--- src/design/sig_pkg.sv ---
// sig_pkg: shared types and constants of the sphere index generator
// no dependencies; used by every other file of the block except sig_in_if
`timescale 1ns / 1ps
`default_nettype none

package sig_pkg;

  localparam int MAX_RINGS    = 256;
  localparam int MAX_SEGMENTS = 256;
  localparam int INDEX_BITS   = 16;

  localparam int CFG_WIDTH      = 9;
  localparam int CFG_INDEX_BITS = 1;
  localparam int IDX_W          = 16;
  localparam int CNT_W          = 8;

  localparam logic [CFG_INDEX_BITS-1:0] CFG_RING_COUNT    = 1'b0;
  localparam logic [CFG_INDEX_BITS-1:0] CFG_SEGMENT_COUNT = 1'b1;

  localparam logic [CFG_WIDTH-1:0] RING_COUNT_RESET    = 9'd16;
  localparam logic [CFG_WIDTH-1:0] SEGMENT_COUNT_RESET = 9'd16;

  localparam logic [IDX_W-1:0] IDX_MASK =
    (INDEX_BITS >= IDX_W) ? {IDX_W{1'b1}} : IDX_W'((64'd1 << INDEX_BITS) - 64'd1);

  typedef enum logic [1:0] {
    REG_TOP = 2'd0,
    REG_MID = 2'd1,
    REG_BOT = 2'd2
  } region_t;

  typedef struct packed {
    region_t          region;
    logic [CNT_W-1:0] band;
    logic [CNT_W-1:0] segment;
    logic             second_half;
  } pos_t;

  typedef struct packed {
    logic [IDX_W-1:0] index_a;
    logic [IDX_W-1:0] index_b;
    logic [IDX_W-1:0] index_c;
    logic             last_triangle;
  } triangle_t;

endpackage

`default_nettype wire

--- src/design/sig_in_if.sv ---
// sig_in_if: input channel of the sphere index generator
// depends on nothing
`timescale 1ns / 1ps
`default_nettype none

interface sig_in_if;
  logic valid;
  logic ready;
  logic restart;

  modport source (output valid, output restart, input ready);
  modport sink (input valid, input restart, output ready);
endinterface

`default_nettype wire

--- src/design/sig_out_if.sv ---
// sig_out_if: triangle result channel of the sphere index generator
// depends on sig_pkg for the index width
`timescale 1ns / 1ps
`default_nettype none

interface sig_out_if;
  import sig_pkg::*;
  logic             valid;
  logic             ready;
  logic [IDX_W-1:0] index_a;
  logic [IDX_W-1:0] index_b;
  logic [IDX_W-1:0] index_c;
  logic             last_triangle;

  modport source (output valid, output index_a, output index_b, output index_c,
                  output last_triangle, input ready);
  modport sink (input valid, input index_a, input index_b, input index_c,
                input last_triangle, output ready);
endinterface

`default_nettype wire

--- src/design/sig_step.sv ---
// sig_step: one walk step over the sphere mesh, triangle indices and next position
// depends on sig_pkg for the position and triangle types
`timescale 1ns / 1ps
`default_nettype none

module sig_step
  import sig_pkg::*;
(
  input  pos_t                 pos_cur,
  input  logic                 restart,
  input  logic [CFG_WIDTH-1:0] ring_count,
  input  logic [CFG_WIDTH-1:0] segment_count,
  output pos_t                 pos_nxt,
  output triangle_t            result
);

  localparam logic [CFG_WIDTH-1:0] RING_HI = CFG_WIDTH'(MAX_RINGS);
  localparam logic [CFG_WIDTH-1:0] SEG_HI  = CFG_WIDTH'(MAX_SEGMENTS);
  localparam logic [CFG_WIDTH-1:0] MIN_CNT = CFG_WIDTH'(3);
  localparam int PW = CNT_W + CFG_WIDTH;

  logic [CFG_WIDTH-1:0] v_cnt;
  logic [CFG_WIDTH-1:0] h_cnt;
  logic [CFG_WIDTH-1:0] bands;
  logic [CFG_WIDTH-1:0] seg9;
  logic [CFG_WIDTH-1:0] band_inc;
  logic [CFG_WIDTH-1:0] v_minus2;
  logic                 region_ok;
  logic                 stale;
  logic                 seg_last;
  pos_t                 cur;
  logic [CNT_W-1:0]     mult_a;
  logic [PW-1:0]        product;
  logic [PW-1:0]        base;
  logic [PW-1:0]        j_idx;
  logic [PW-1:0]        jn_idx;
  logic [PW-1:0]        i_idx;
  logic [PW-1:0]        in_idx;
  logic [PW-1:0]        k_idx;
  logic [PW-1:0]        a_full;
  logic [PW-1:0]        b_full;
  logic [PW-1:0]        c_full;
  logic                 last;

  // saturate the registers into their legal range
  always_comb begin
    if (ring_count < MIN_CNT) v_cnt = MIN_CNT;
    else if (ring_count > RING_HI) v_cnt = RING_HI;
    else v_cnt = ring_count;
    if (segment_count < MIN_CNT) h_cnt = MIN_CNT;
    else if (segment_count > SEG_HI) h_cnt = SEG_HI;
    else h_cnt = segment_count;
  end

  assign bands    = v_cnt - CFG_WIDTH'(3);
  assign v_minus2 = v_cnt - CFG_WIDTH'(2);

  assign region_ok = (pos_cur.region == REG_TOP) || (pos_cur.region == REG_MID) ||
                     (pos_cur.region == REG_BOT);
  assign stale = restart || !region_ok ||
                 ({1'b0, pos_cur.segment} >= h_cnt) ||
                 ((pos_cur.region == REG_MID) && ({1'b0, pos_cur.band} >= bands));

  always_comb begin
    if (stale) begin
      cur.region      = REG_TOP;
      cur.band        = '0;
      cur.segment     = '0;
      cur.second_half = 1'b0;
    end else begin
      cur = pos_cur;
    end
  end

  assign seg9     = {1'b0, cur.segment};
  assign seg_last = (seg9 == h_cnt - CFG_WIDTH'(1));
  assign band_inc = {1'b0, cur.band} + CFG_WIDTH'(1);

  // one shared multiplier: ring base in the bands, pole index in the bottom fan
  assign mult_a  = (cur.region == REG_BOT) ? v_minus2[CNT_W-1:0] : cur.band;
  assign product = PW'(mult_a) * PW'(h_cnt);
  assign base    = product + PW'(1);
  assign j_idx   = base + PW'(seg9);
  assign jn_idx  = seg_last ? base : j_idx + PW'(1);
  assign i_idx   = j_idx + PW'(h_cnt);
  assign in_idx  = jn_idx + PW'(h_cnt);
  assign k_idx   = base - PW'(1) - PW'(seg9);

  always_comb begin
    pos_nxt = cur;
    last    = 1'b0;
    a_full  = '0;
    b_full  = '0;
    c_full  = '0;
    case (cur.region)
      REG_TOP: begin
        a_full = '0;
        b_full = PW'(seg9) + PW'(1);
        c_full = seg_last ? PW'(1) : PW'(seg9) + PW'(2);
        if (seg_last) begin
          pos_nxt.segment     = '0;
          pos_nxt.band        = '0;
          pos_nxt.second_half = 1'b0;
          pos_nxt.region      = (bands != '0) ? REG_MID : REG_BOT;
        end else begin
          pos_nxt.segment = cur.segment + CNT_W'(1);
        end
      end
      REG_MID: begin
        a_full = j_idx;
        if (!cur.second_half) begin
          b_full              = i_idx;
          c_full              = in_idx;
          pos_nxt.second_half = 1'b1;
        end else begin
          b_full              = in_idx;
          c_full              = jn_idx;
          pos_nxt.second_half = 1'b0;
          if (seg_last) begin
            pos_nxt.segment = '0;
            if (band_inc >= bands) begin
              pos_nxt.band   = '0;
              pos_nxt.region = REG_BOT;
            end else begin
              pos_nxt.band = band_inc[CNT_W-1:0];
            end
          end else begin
            pos_nxt.segment = cur.segment + CNT_W'(1);
          end
        end
      end
      default: begin
        a_full = base;
        b_full = k_idx;
        c_full = seg_last ? base - PW'(1) : k_idx - PW'(1);
        if (seg_last) begin
          last                = 1'b1;
          pos_nxt.region      = REG_TOP;
          pos_nxt.band        = '0;
          pos_nxt.segment     = '0;
          pos_nxt.second_half = 1'b0;
        end else begin
          pos_nxt.segment = cur.segment + CNT_W'(1);
        end
      end
    endcase
  end

  assign result.index_a       = a_full[IDX_W-1:0] & IDX_MASK;
  assign result.index_b       = b_full[IDX_W-1:0] & IDX_MASK;
  assign result.index_c       = c_full[IDX_W-1:0] & IDX_MASK;
  assign result.last_triangle = last;

endmodule

`default_nettype wire

--- src/design/sphere_index_generator.sv ---
// sphere_index_generator: top level, configuration, walk position and result register
// depends on sig_pkg, sig_in_if, sig_out_if and sig_step
//
// usage:
//   in_bus carries one request beat per triangle: restart = 1 begins again at the
//   first top fan triangle, restart = 0 moves on to the next triangle of the mesh.
//   out_bus returns one beat per request with the three vertex indices and
//   last_triangle, which is high on the final bottom fan triangle; after it the
//   walk wraps to the top fan.
//   cfg_we/cfg_index/cfg_data write ring_count (index 0) or segment_count
//   (index 1); write only while no request is in flight.
// result timing and rate:
//   a result appears in the cycle after its request beat is taken; one triangle per
//   cycle is sustained while out_bus is ready, set by the single step unit (one 8x9
//   multiplier and the index adders) between walk position and result register.
// reset:
//   rst_n low clears the result valid flag, sets both counts to 16 and the walk to
//   the first top fan triangle.
// stall:
//   while out_bus is stalled the result holds; a new request is taken in the same
//   cycle the held result leaves.
`timescale 1ns / 1ps
`default_nettype none

module sphere_index_generator
  import sig_pkg::*;
(
  input  logic                      clk,
  input  logic                      rst_n,
  sig_in_if.sink                    in_bus,
  sig_out_if.source                 out_bus,
  input  logic                      cfg_we,
  input  logic [CFG_INDEX_BITS-1:0] cfg_index,
  input  logic [CFG_WIDTH-1:0]      cfg_data
);

  logic [CFG_WIDTH-1:0] ring_count_r;
  logic [CFG_WIDTH-1:0] segment_count_r;
  pos_t                 pos_r;
  pos_t                 pos_nxt;
  triangle_t            result_nxt;
  triangle_t            result_r;
  logic                 out_valid_r;
  logic                 in_ready;
  logic                 in_acc;

  sig_step u_step (
    .pos_cur       (pos_r),
    .restart       (in_bus.restart),
    .ring_count    (ring_count_r),
    .segment_count (segment_count_r),
    .pos_nxt       (pos_nxt),
    .result        (result_nxt)
  );

  assign in_ready     = !out_valid_r || out_bus.ready;
  assign in_bus.ready = in_ready;
  assign in_acc       = in_bus.valid && in_ready;

  always_ff @(posedge clk) begin
    if (!rst_n) begin
      ring_count_r    <= RING_COUNT_RESET;
      segment_count_r <= SEGMENT_COUNT_RESET;
    end else if (cfg_we) begin
      unique case (cfg_index)
        CFG_RING_COUNT:    ring_count_r    <= cfg_data;
        CFG_SEGMENT_COUNT: segment_count_r <= cfg_data;
        default: ;
      endcase
    end
  end

  always_ff @(posedge clk) begin
    if (!rst_n) begin
      pos_r.region      <= REG_TOP;
      pos_r.band        <= '0;
      pos_r.segment     <= '0;
      pos_r.second_half <= 1'b0;
      out_valid_r       <= 1'b0;
    end else if (in_acc) begin
      pos_r       <= pos_nxt;
      out_valid_r <= 1'b1;
    end else if (out_bus.ready) begin
      out_valid_r <= 1'b0;
    end
  end

  // result payload, no reset
  always_ff @(posedge clk) begin
    if (in_acc) begin
      result_r <= result_nxt;
    end
  end

  assign out_bus.valid         = out_valid_r;
  assign out_bus.index_a       = result_r.index_a;
  assign out_bus.index_b       = result_r.index_b;
  assign out_bus.index_c       = result_r.index_c;
  assign out_bus.last_triangle = result_r.last_triangle;

  // restart beat yields the first top fan triangle
  a_restart_top: assert property (@(posedge clk) disable iff (!rst_n)
    (in_acc && in_bus.restart) |=>
      (out_bus.valid && (out_bus.index_a == '0) && !out_bus.last_triangle))
    else $error("restart did not produce the first top fan triangle");

  // final triangle wraps the walk to the top fan
  a_last_wraps: assert property (@(posedge clk) disable iff (!rst_n)
    (in_acc && result_nxt.last_triangle) |=>
      ((pos_r.region == REG_TOP) && (pos_r.segment == '0)))
    else $error("walk did not wrap after the final triangle");

  // second half of a quad exists only inside the middle bands
  a_half_in_mid: assert property (@(posedge clk) disable iff (!rst_n)
    pos_r.second_half |-> (pos_r.region == REG_MID))
    else $error("second half flag outside the middle bands");

  // every accepted beat leaves a result waiting
  a_accept_result: assert property (@(posedge clk) disable iff (!rst_n)
    in_acc |=> out_valid_r)
    else $error("accepted beat produced no result");

endmodule

`default_nettype wire

--- src/flat_wrapper.sv ---
// flat-port wrapper written by rule: the top's interface ports become plain ports
module sphere_index_generator_flat import sig_pkg::*;
  (clk, rst_n, cfg_we, cfg_index, cfg_data, in_bus_valid, in_bus_restart, in_bus_ready, out_bus_valid, out_bus_index_a, out_bus_index_b, out_bus_index_c, out_bus_last_triangle, out_bus_ready);
  sig_in_if in_bus_i ();
  sig_out_if out_bus_i ();
  input  logic clk;
  input  logic rst_n;
  input  logic cfg_we;
  input  logic [CFG_INDEX_BITS-1:0] cfg_index;
  input  logic [CFG_WIDTH-1:0] cfg_data;
  input wire logic [$bits(in_bus_i.valid)-1:0] in_bus_valid;
  input wire logic [$bits(in_bus_i.restart)-1:0] in_bus_restart;
  output wire logic [$bits(in_bus_i.ready)-1:0] in_bus_ready;
  output wire logic [$bits(out_bus_i.valid)-1:0] out_bus_valid;
  output wire logic [$bits(out_bus_i.index_a)-1:0] out_bus_index_a;
  output wire logic [$bits(out_bus_i.index_b)-1:0] out_bus_index_b;
  output wire logic [$bits(out_bus_i.index_c)-1:0] out_bus_index_c;
  output wire logic [$bits(out_bus_i.last_triangle)-1:0] out_bus_last_triangle;
  input wire logic [$bits(out_bus_i.ready)-1:0] out_bus_ready;
  assign in_bus_i.valid = in_bus_valid;
  assign in_bus_i.restart = in_bus_restart;
  assign in_bus_ready = in_bus_i.ready;
  assign out_bus_valid = out_bus_i.valid;
  assign out_bus_index_a = out_bus_i.index_a;
  assign out_bus_index_b = out_bus_i.index_b;
  assign out_bus_index_c = out_bus_i.index_c;
  assign out_bus_last_triangle = out_bus_i.last_triangle;
  assign out_bus_i.ready = out_bus_ready;
  sphere_index_generator u_core (.clk(clk), .rst_n(rst_n), .in_bus(in_bus_i), .out_bus(out_bus_i), .cfg_we(cfg_we), .cfg_index(cfg_index), .cfg_data(cfg_data));
endmodule
--- config.mk ---
export PLATFORM = sky130hd
export DESIGN_NAME = sphere_index_generator_flat
export DESIGN_NICKNAME = d
export VERILOG_FILES = /design/src/design/sig_pkg.sv /design/src/design/sig_in_if.sv /design/src/design/sig_out_if.sv /design/src/design/sig_step.sv /design/src/design/sphere_index_generator.sv /design/src/flat_wrapper.sv
export SDC_FILE = /design/constraint.sdc
export NUM_CORES = 1
export LEC_CHECK = 0
export ABC_AREA = 1
export ABC_CLOCK_PERIOD_IN_PS = 9000
export BUFFER_PORTS_ARGS = -buffer_cell sky130_fd_sc_hd__buf_4
export CAP_MARGIN = 5
export CORE_MARGIN = 4
export CORE_UTILIZATION = 25
export CTS_CLUSTER_SIZE = 16
export DETAILED_ROUTE_END_ITERATION = 7
export SKIP_CTS_REPAIR_TIMING = 1
export SLEW_MARGIN = 20
export SYNTH_ARGS = -nofsm -noshare
export SYNTH_HDL_FRONTEND = slang
export SYNTH_SLANG_ARGS = --single-unit
--- constraint.sdc ---
create_clock -name clk -period 9 [get_ports clk]
set_input_delay 0 -clock clk [delete_from_list [all_inputs] [get_ports clk]]
set_output_delay 0 -clock clk [all_outputs]
set_load 0.005 [all_outputs]
Word-level counts from Yosys, hierarchy flattened
Cells that the tools add are included.
W data, S select, Z words.
{"block": "word_totals", "reg_bits": 87, "inputBits": 16}
{"block": "op_classes", "eq_ne": 5, "n_reduce_logical": 17, "n_mux": 28, "magnitude_cmp": 7, "n_bitwise": 1, "add_sub_neg": 15, "n_mul": 1}
{"cell": "$pmux W16 S2", "n": 3}
{"cell": "$mux W16", "n": 4}
{"cell": "$mux W9", "n": 5}
{"cell": "$pmux W19 S2", "n": 1}
{"cell": "$add A16 B1 Y16 const B", "n": 2}
{"cell": "$add A16 B9 Y16", "n": 2}
{"cell": "$sub A16 B1 Y16 const B", "n": 2}
{"cell": "$mux W10", "n": 3}
{"cell": "$mux W8", "n": 3}
{"cell": "$mux W19", "n": 1}
{"cell": "$add A8 B1 Y9 const B", "n": 2}
{"cell": "$ge A8 B9 Y1", "n": 2}
{"cell": "$gt A9 B9 Y1 const B", "n": 2}
{"cell": "$lt A9 B2 Y1 const B", "n": 2}
{"cell": "$mux W18", "n": 1}
{"cell": "$add A16 B8 Y16", "n": 1}
{"cell": "$mul A8 B9 Y16", "n": 1}
{"cell": "$sub A16 B8 Y16", "n": 1}
{"cell": "$add A8 B2 Y9 const B", "n": 1}
{"cell": "$eq A8 B9 Y1", "n": 1}
{"cell": "$ge A9 B9 Y1", "n": 1}
{"cell": "$reduce_bool A9 Y1", "n": 1}
{"cell": "$sub A9 B1 Y9 const B", "n": 1}
{"cell": "$sub A9 B2 Y9 const B", "n": 1}
{"cell": "other kinds (14)", "n": 30}

Logic depth before layout (Yosys ltp)
{"block": "depth", "ltp_word": 18, "depth_mapped": 68}

Modules after synthesis
From an unflattened synthesis, not the netlist that was laid out.
{"block": "hier_totals", "hier_cells": 1727, "hier_area_um2": 11507.3}
{"mod": "sig_step", "area_per_inst_um2": 8528.2, "cells_per_inst": 1469, "instances": 1}
{"mod": "sphere_index_generator", "area_per_inst_um2": 2979.1, "cells_per_inst": 258, "instances": 1}

Worst setup path before layout
OpenSTA, ideal clock, no wires.
{"block": "synth_path", "path_type": "register to register", "start": "register u_core.segment_count_r[8]", "end": "register u_core.result_r (netlist bit u_core.out_bus.index_c[14]), data pin", "synth_period_minus_slack_ns": 9.493, "path_stages_with_launch": 54, "n_path_buf": 4, "arrival_ns": 9.240, "setup_ns": 0.253, "path_slack_ns": -0.493, "path_cell_list": "dfxtp_1 -> buf_4 -> inv_1 -> o211ai_1 -> nor2_1 -> a21oi_2 -> clkinv_1 -> ha_1 -> nand3_1 -> o211ai_1 -> nand3_1 -> nand2_1 -> nand3_1 -> nand2_1 -> nand2_1 -> nand2_1 -> a21oi_1 -> buf_2 -> [... 18 more ...] -> nand4_1 -> o211ai_1 -> xor2_1 -> inv_1 -> xor2_1 -> o21ai_1 -> ha_1 -> inv_1 -> o31ai_1 -> nand2_1 -> nand2_1 -> nand3_1 -> nor2_1 -> nand3_1 -> nand3_1 -> nand2_1 -> inv_1 -> nand2_1"}
{"element": "from (decl)", "line": "sphere_index_generator.sv:38", "text": "logic [CFG_WIDTH-1:0] segment_count_r;"}
{"element": "from (signal assigned)", "line": "sphere_index_generator.sv:67", "text": "CFG_SEGMENT_COUNT: segment_count_r <= cfg_data;"}
{"element": "to (signal assigned)", "line": "sphere_index_generator.sv:91", "text": "result_r <= result_nxt;"}
{"element": "to (decl)", "line": "sphere_index_generator.sv:42", "text": "triangle_t result_r;"}

==> results.txt <==
----------------------------------------------------
[Clocking]
  Max clock buf depth ... 2
  H-Tree Depth ... 3
  Root buffer cell ... clkbuf_16
  Clock-pin slew on the worst setup and hold paths ... 0.07 ns
  CTS tree ... done
  Worst-skew pair later-pin latency ... 0.38 ns
  Number of sinks handled by clock tree synthesis ... 87
  Number of buffers added by the clock tree synthesis step ... 9

[Worst setup path]
  Critical Setup Path Class ... flip-flop to flip-flop
  CP most frequent cell ... nand2_2
  Data arrival time of the critical path ... just under 9 ns
  Slowest library cell on the worst path ... fa_1
  Highest net fanout along the worst path ... 6
  Setup crit end kind ... flip-flop
  Crit-path max cell delay ... 0.54 ns
  Required time of the critical path ... 9.11 ns
  Startpoint Class ... flip-flop

[Power and ir drop]
  Int Pwr ... roughly 0.98 mW
  Worst VDD drop ... 0.0901 mV
  Clock share of power ... 24.2%
  Power Dens Cells ... 107 nW/µm²
  Static Leakage ... 7.24 nW
  Part of the total power dissipated in sequential elements ... 28.1%
  Gate power share ... 47.8%
  Switch share ... a little under 40%
  Switching power of the nets ... ~0.65 mW

[Floorplanning]
  Horizontal die dimension ... 220 µm
  I/O pin count ... 67
  Standard cell core area ... 44400 µm²
  Die height ... 220 µm
  Total die area ... approximately 48000 µm²
  Starting density of the core ... 25.3%
  Site Rows ... 77

[Logic synthesis]
  Synth cell types ... 59
  Post-synth EDFFs ... 49
  Post-Synthesis Mean Instance Area ... 6.88 µm²
  Mapped Cells ... 1637
  Number of nets in the synthesized netlist ... 1800
  Combined area of all synthesized cells ... approximately 11000 µm²
  Fraction of registers with async set or reset after synthesis ... 0%
  Number of register bits inferred by synthesis ... 87
  Main flop type after synthesis ... edfxtp_1
  Fraction of the yosys area taken by sequential cells ... 19.8%
  Count of warnings emitted by yosys ... 0

[Place]
  Post-place instance area ... 13900 µm²
  Dpl hpwl ... between 30000 and 40000 µm
  Number of input and output port buffers inserted ... 66
  GPL Wtd Cong ... 0.945

[Routing]
  Overall routed net length ... 40300 µm
  DR pass1 iterations ... 6
  Overall via count from detail_route ... 12100
  Post-route DRC violation count ... 0
  Antenna-violating nets left ... 0
  Routed wire per std cell ... 16.0 µm
  Vias per inst ... 4.82
  Detailed router's first-iteration violation count ... 922

[Timing]
  Fin. max-slew vios ... 0
  Clock tree skew after final layout ... 0.0139 ns
  Highest clock rate ... between 100 and 150 MHz
  Final-report hold violation count ... 2
  Hold Worst Slack ... -0.0430 ns
  Portion of the clock cycle consumed by the worst path in the final layout ... 97.0%
  Setup repair after global routing missed its margin ... yes
  Clock period minus worst slack ... between 8 and 9 ns
  Worst slew pin tran ... just over 1 ns
  Relative slew slack ... a little under a third
  Final setup violation count ... 0

[Layout]
  Net total in the final layout ... between 2000 and 2500
  Cell area after layout ... 15300 µm²
  Area of the multi-input gates ... around 8600 µm²
  Layout Utilization ... 34.4%
  Ant diodes ... 0
  Sequential standard cell area ... 2240 µm²
  Area growth, synth to finish ... 35.7%
  Layout fillers ... 4728
  Share of post-route cells with drive strength above 1 ... ~28%

[Status]
  Run status ... finished, violations left
  Violated checks ... hold timing

[Global routing]
  Antenna violations before repair ... 0
  Pin count of the biggest net entering global routing ... 51
  Number of global-route vias before repair ... 11800
  Overall fraction of global-route tracks in use ... 16.3%
  Remaining Overflow, GRT ... 0
  Global-route wire length before repair ... 62700 µm

[Job]
  Max capacitance violation total ... 0

[Min path]
  Hold WC Path Type ... input port to flip-flop

----------------------------------------------------
layer usage:
layer | routed length, µm | track usage [%] | vias to the layer above
li1 | - | - | 5922
met1 | 17700 | 21.3 | 5737
met2 | 19300 | 28.0 | 375
met3 | 2170 | 2.29 | 79
met4 | 1090 | 4.98 | 0
met5 | 0 | 0 | -
through the flow:
step,power (mW),hold WS (ns),instances,setup WS (ns),setup TNS [ns]
after floorplan,0.890,0.102,1637,-0.0171,-0.0251
after global placement,1.16,0.234,2466,0.0608,0
after CTS,1.57,-0.162,2482,-0.163,-1.38
after global routing,1.75,0.0103,2514,-0.252,-2.04
after detailed placement,1.17,0.235,2466,-0.126,-0.702
final,1.63,-0.0430,2514,0.269,0
critical path, delay by kind of cell, from the launching register on:
kind,cells,cell delay [ns]
compound gates,8,1.29
xor+xnor,2,0.36
fa+ha+maj,8,2.97
buf+inv,10,1.16
flops,1,0.34
simple gates,26,2.34
power groups by stage:
stage               Clock [mW]  Combinational, mW  Sequential [mW]
global route             0.424              0.862            0.460
global placement             0              0.696            0.465
finish                   0.394              0.779            0.457
CTS                      0.406              0.710            0.457
floorplan                    0              0.427            0.463
detailed placement           0              0.706            0.465
cell usage after synthesis, types with 5 or more instances:
cell type	n	share of area (%)
nand2_2	11	0.61
clkbuf_1	22	0.73
o21ai_1	20	0.89
o21bai_1	12	0.80
nand3b_1	8	0.53
ha_1	102	11
nor2_4	5	0.50
edfxtp_1	49	13
nand3_1	105	4.7
fa_1	45	8.0
o22ai_1	21	1.2
o2111ai_1	7	0.54
xnor2_1	20	1.6
nor2_2	11	0.61
dfxtp_1	38	6.8
a22oi_1	7	0.47
o21ai_0	65	2.9
inv_1	264	8.8
nand4_1	33	1.8
nor2_1	166	5.5
nand3_2	9	0.80
a21oi_1	91	4.0
inv_2	11	0.37
o211ai_1	10	0.67
nand2_1	358	12
xor2_1	61	4.7
o221ai_1	7	0.54
buf_2	5	0.22
nor3_1	13	0.58
or2_2	5	0.28
cell type report:
cell class | count | area share [%]
sequential | 87 | 14.7
clock inverter | 7 | 0.467
inverter | 279 | 6.89
clock buffer | 9 | 1.47
multi-input combinational | 1237 | 56.4
timing repair inverter | 1 | 0.0491
tap | 592 | 4.85
timing repair buffer | 302 | 15.3
path summary, 6_finish.rpt:
path | start | endpoint | slack (ns) | cells past startpoint
worst max-delay path | u_core.ring_count_r[6]$_SDFFE_PN0P_ | u_core.out_bus.index_b[13]$_DFFE_PP_ | 0.27 | 54
worst min-delay path | cfg_index | u_core.ring_count_r[4]$_SDFFE_PN1P_ | -0.04 | 4
worst max register to register | u_core.ring_count_r[6]$_SDFFE_PN0P_ | u_core.out_bus.index_b[13]$_DFFE_PP_ | 0.27 | 54
worst min register to register | u_core.segment_count_r[2]$_SDFFE_PN0P_ | u_core.segment_count_r[2]$_SDFFE_PN0P_ | 0.48 | 2
flip-flops by register name (all words and copies together) (netlist names):
register,count
u_core.out_bus.index_a,16
u_core.out_bus.valid,1
u_core.out_bus.index_b,16
u_core.out_bus.last_triangle,1
u_core.ring_count_r,9
u_core.segment_count_r,9
u_core.pos_r,19
u_core.out_bus.index_c,16
cell families after synthesis:
| family | synth area share (%) |
|---|---|
| AOI/OAI and AO/OA | 14.2 |
| xor gates and xnor gates | 6.59 |
| buffers and inverters | 10.9 |
| and+or+nand+nor | 29.2 |
| adders and majority gates | 19.3 |
| DFF | 19.8 |
cells in the final DEF, fill, tap and decap left out, types with 6 or more instances in the layout:
master,Yosys,final
nand2_1,358,323
buf_4,1,282
inv_1,264,243
nor2_1,166,137
nand3_1,105,92
ha_1,102,89
a21oi_1,91,80
xor2_1,61,51
edfxtp_1,49,49
o21ai_0,65,47
nand2_2,11,44
fa_1,45,43
nand4_1,33,33
dfxtp_1,38,33
inv_2,11,31
nor2_2,11,30
o22ai_1,21,20
o21ai_1,20,19
o21ai_2,2,18
nand3_2,9,18
xnor2_1,20,16
nor2_4,5,15
o21bai_1,12,11
ha_4,0,11
dlygate4sd3_1,0,11
o211ai_1,10,10
a21oi_2,2,10
xor2_2,2,10
nor3_1,13,10
clkbuf_16,0,9
nand3b_1,8,8
buf_6,2,8
o2111ai_1,7,7
a22oi_1,7,7
nand3_4,2,6
o221ai_1,7,6
(Power assumes the default switching activity.)
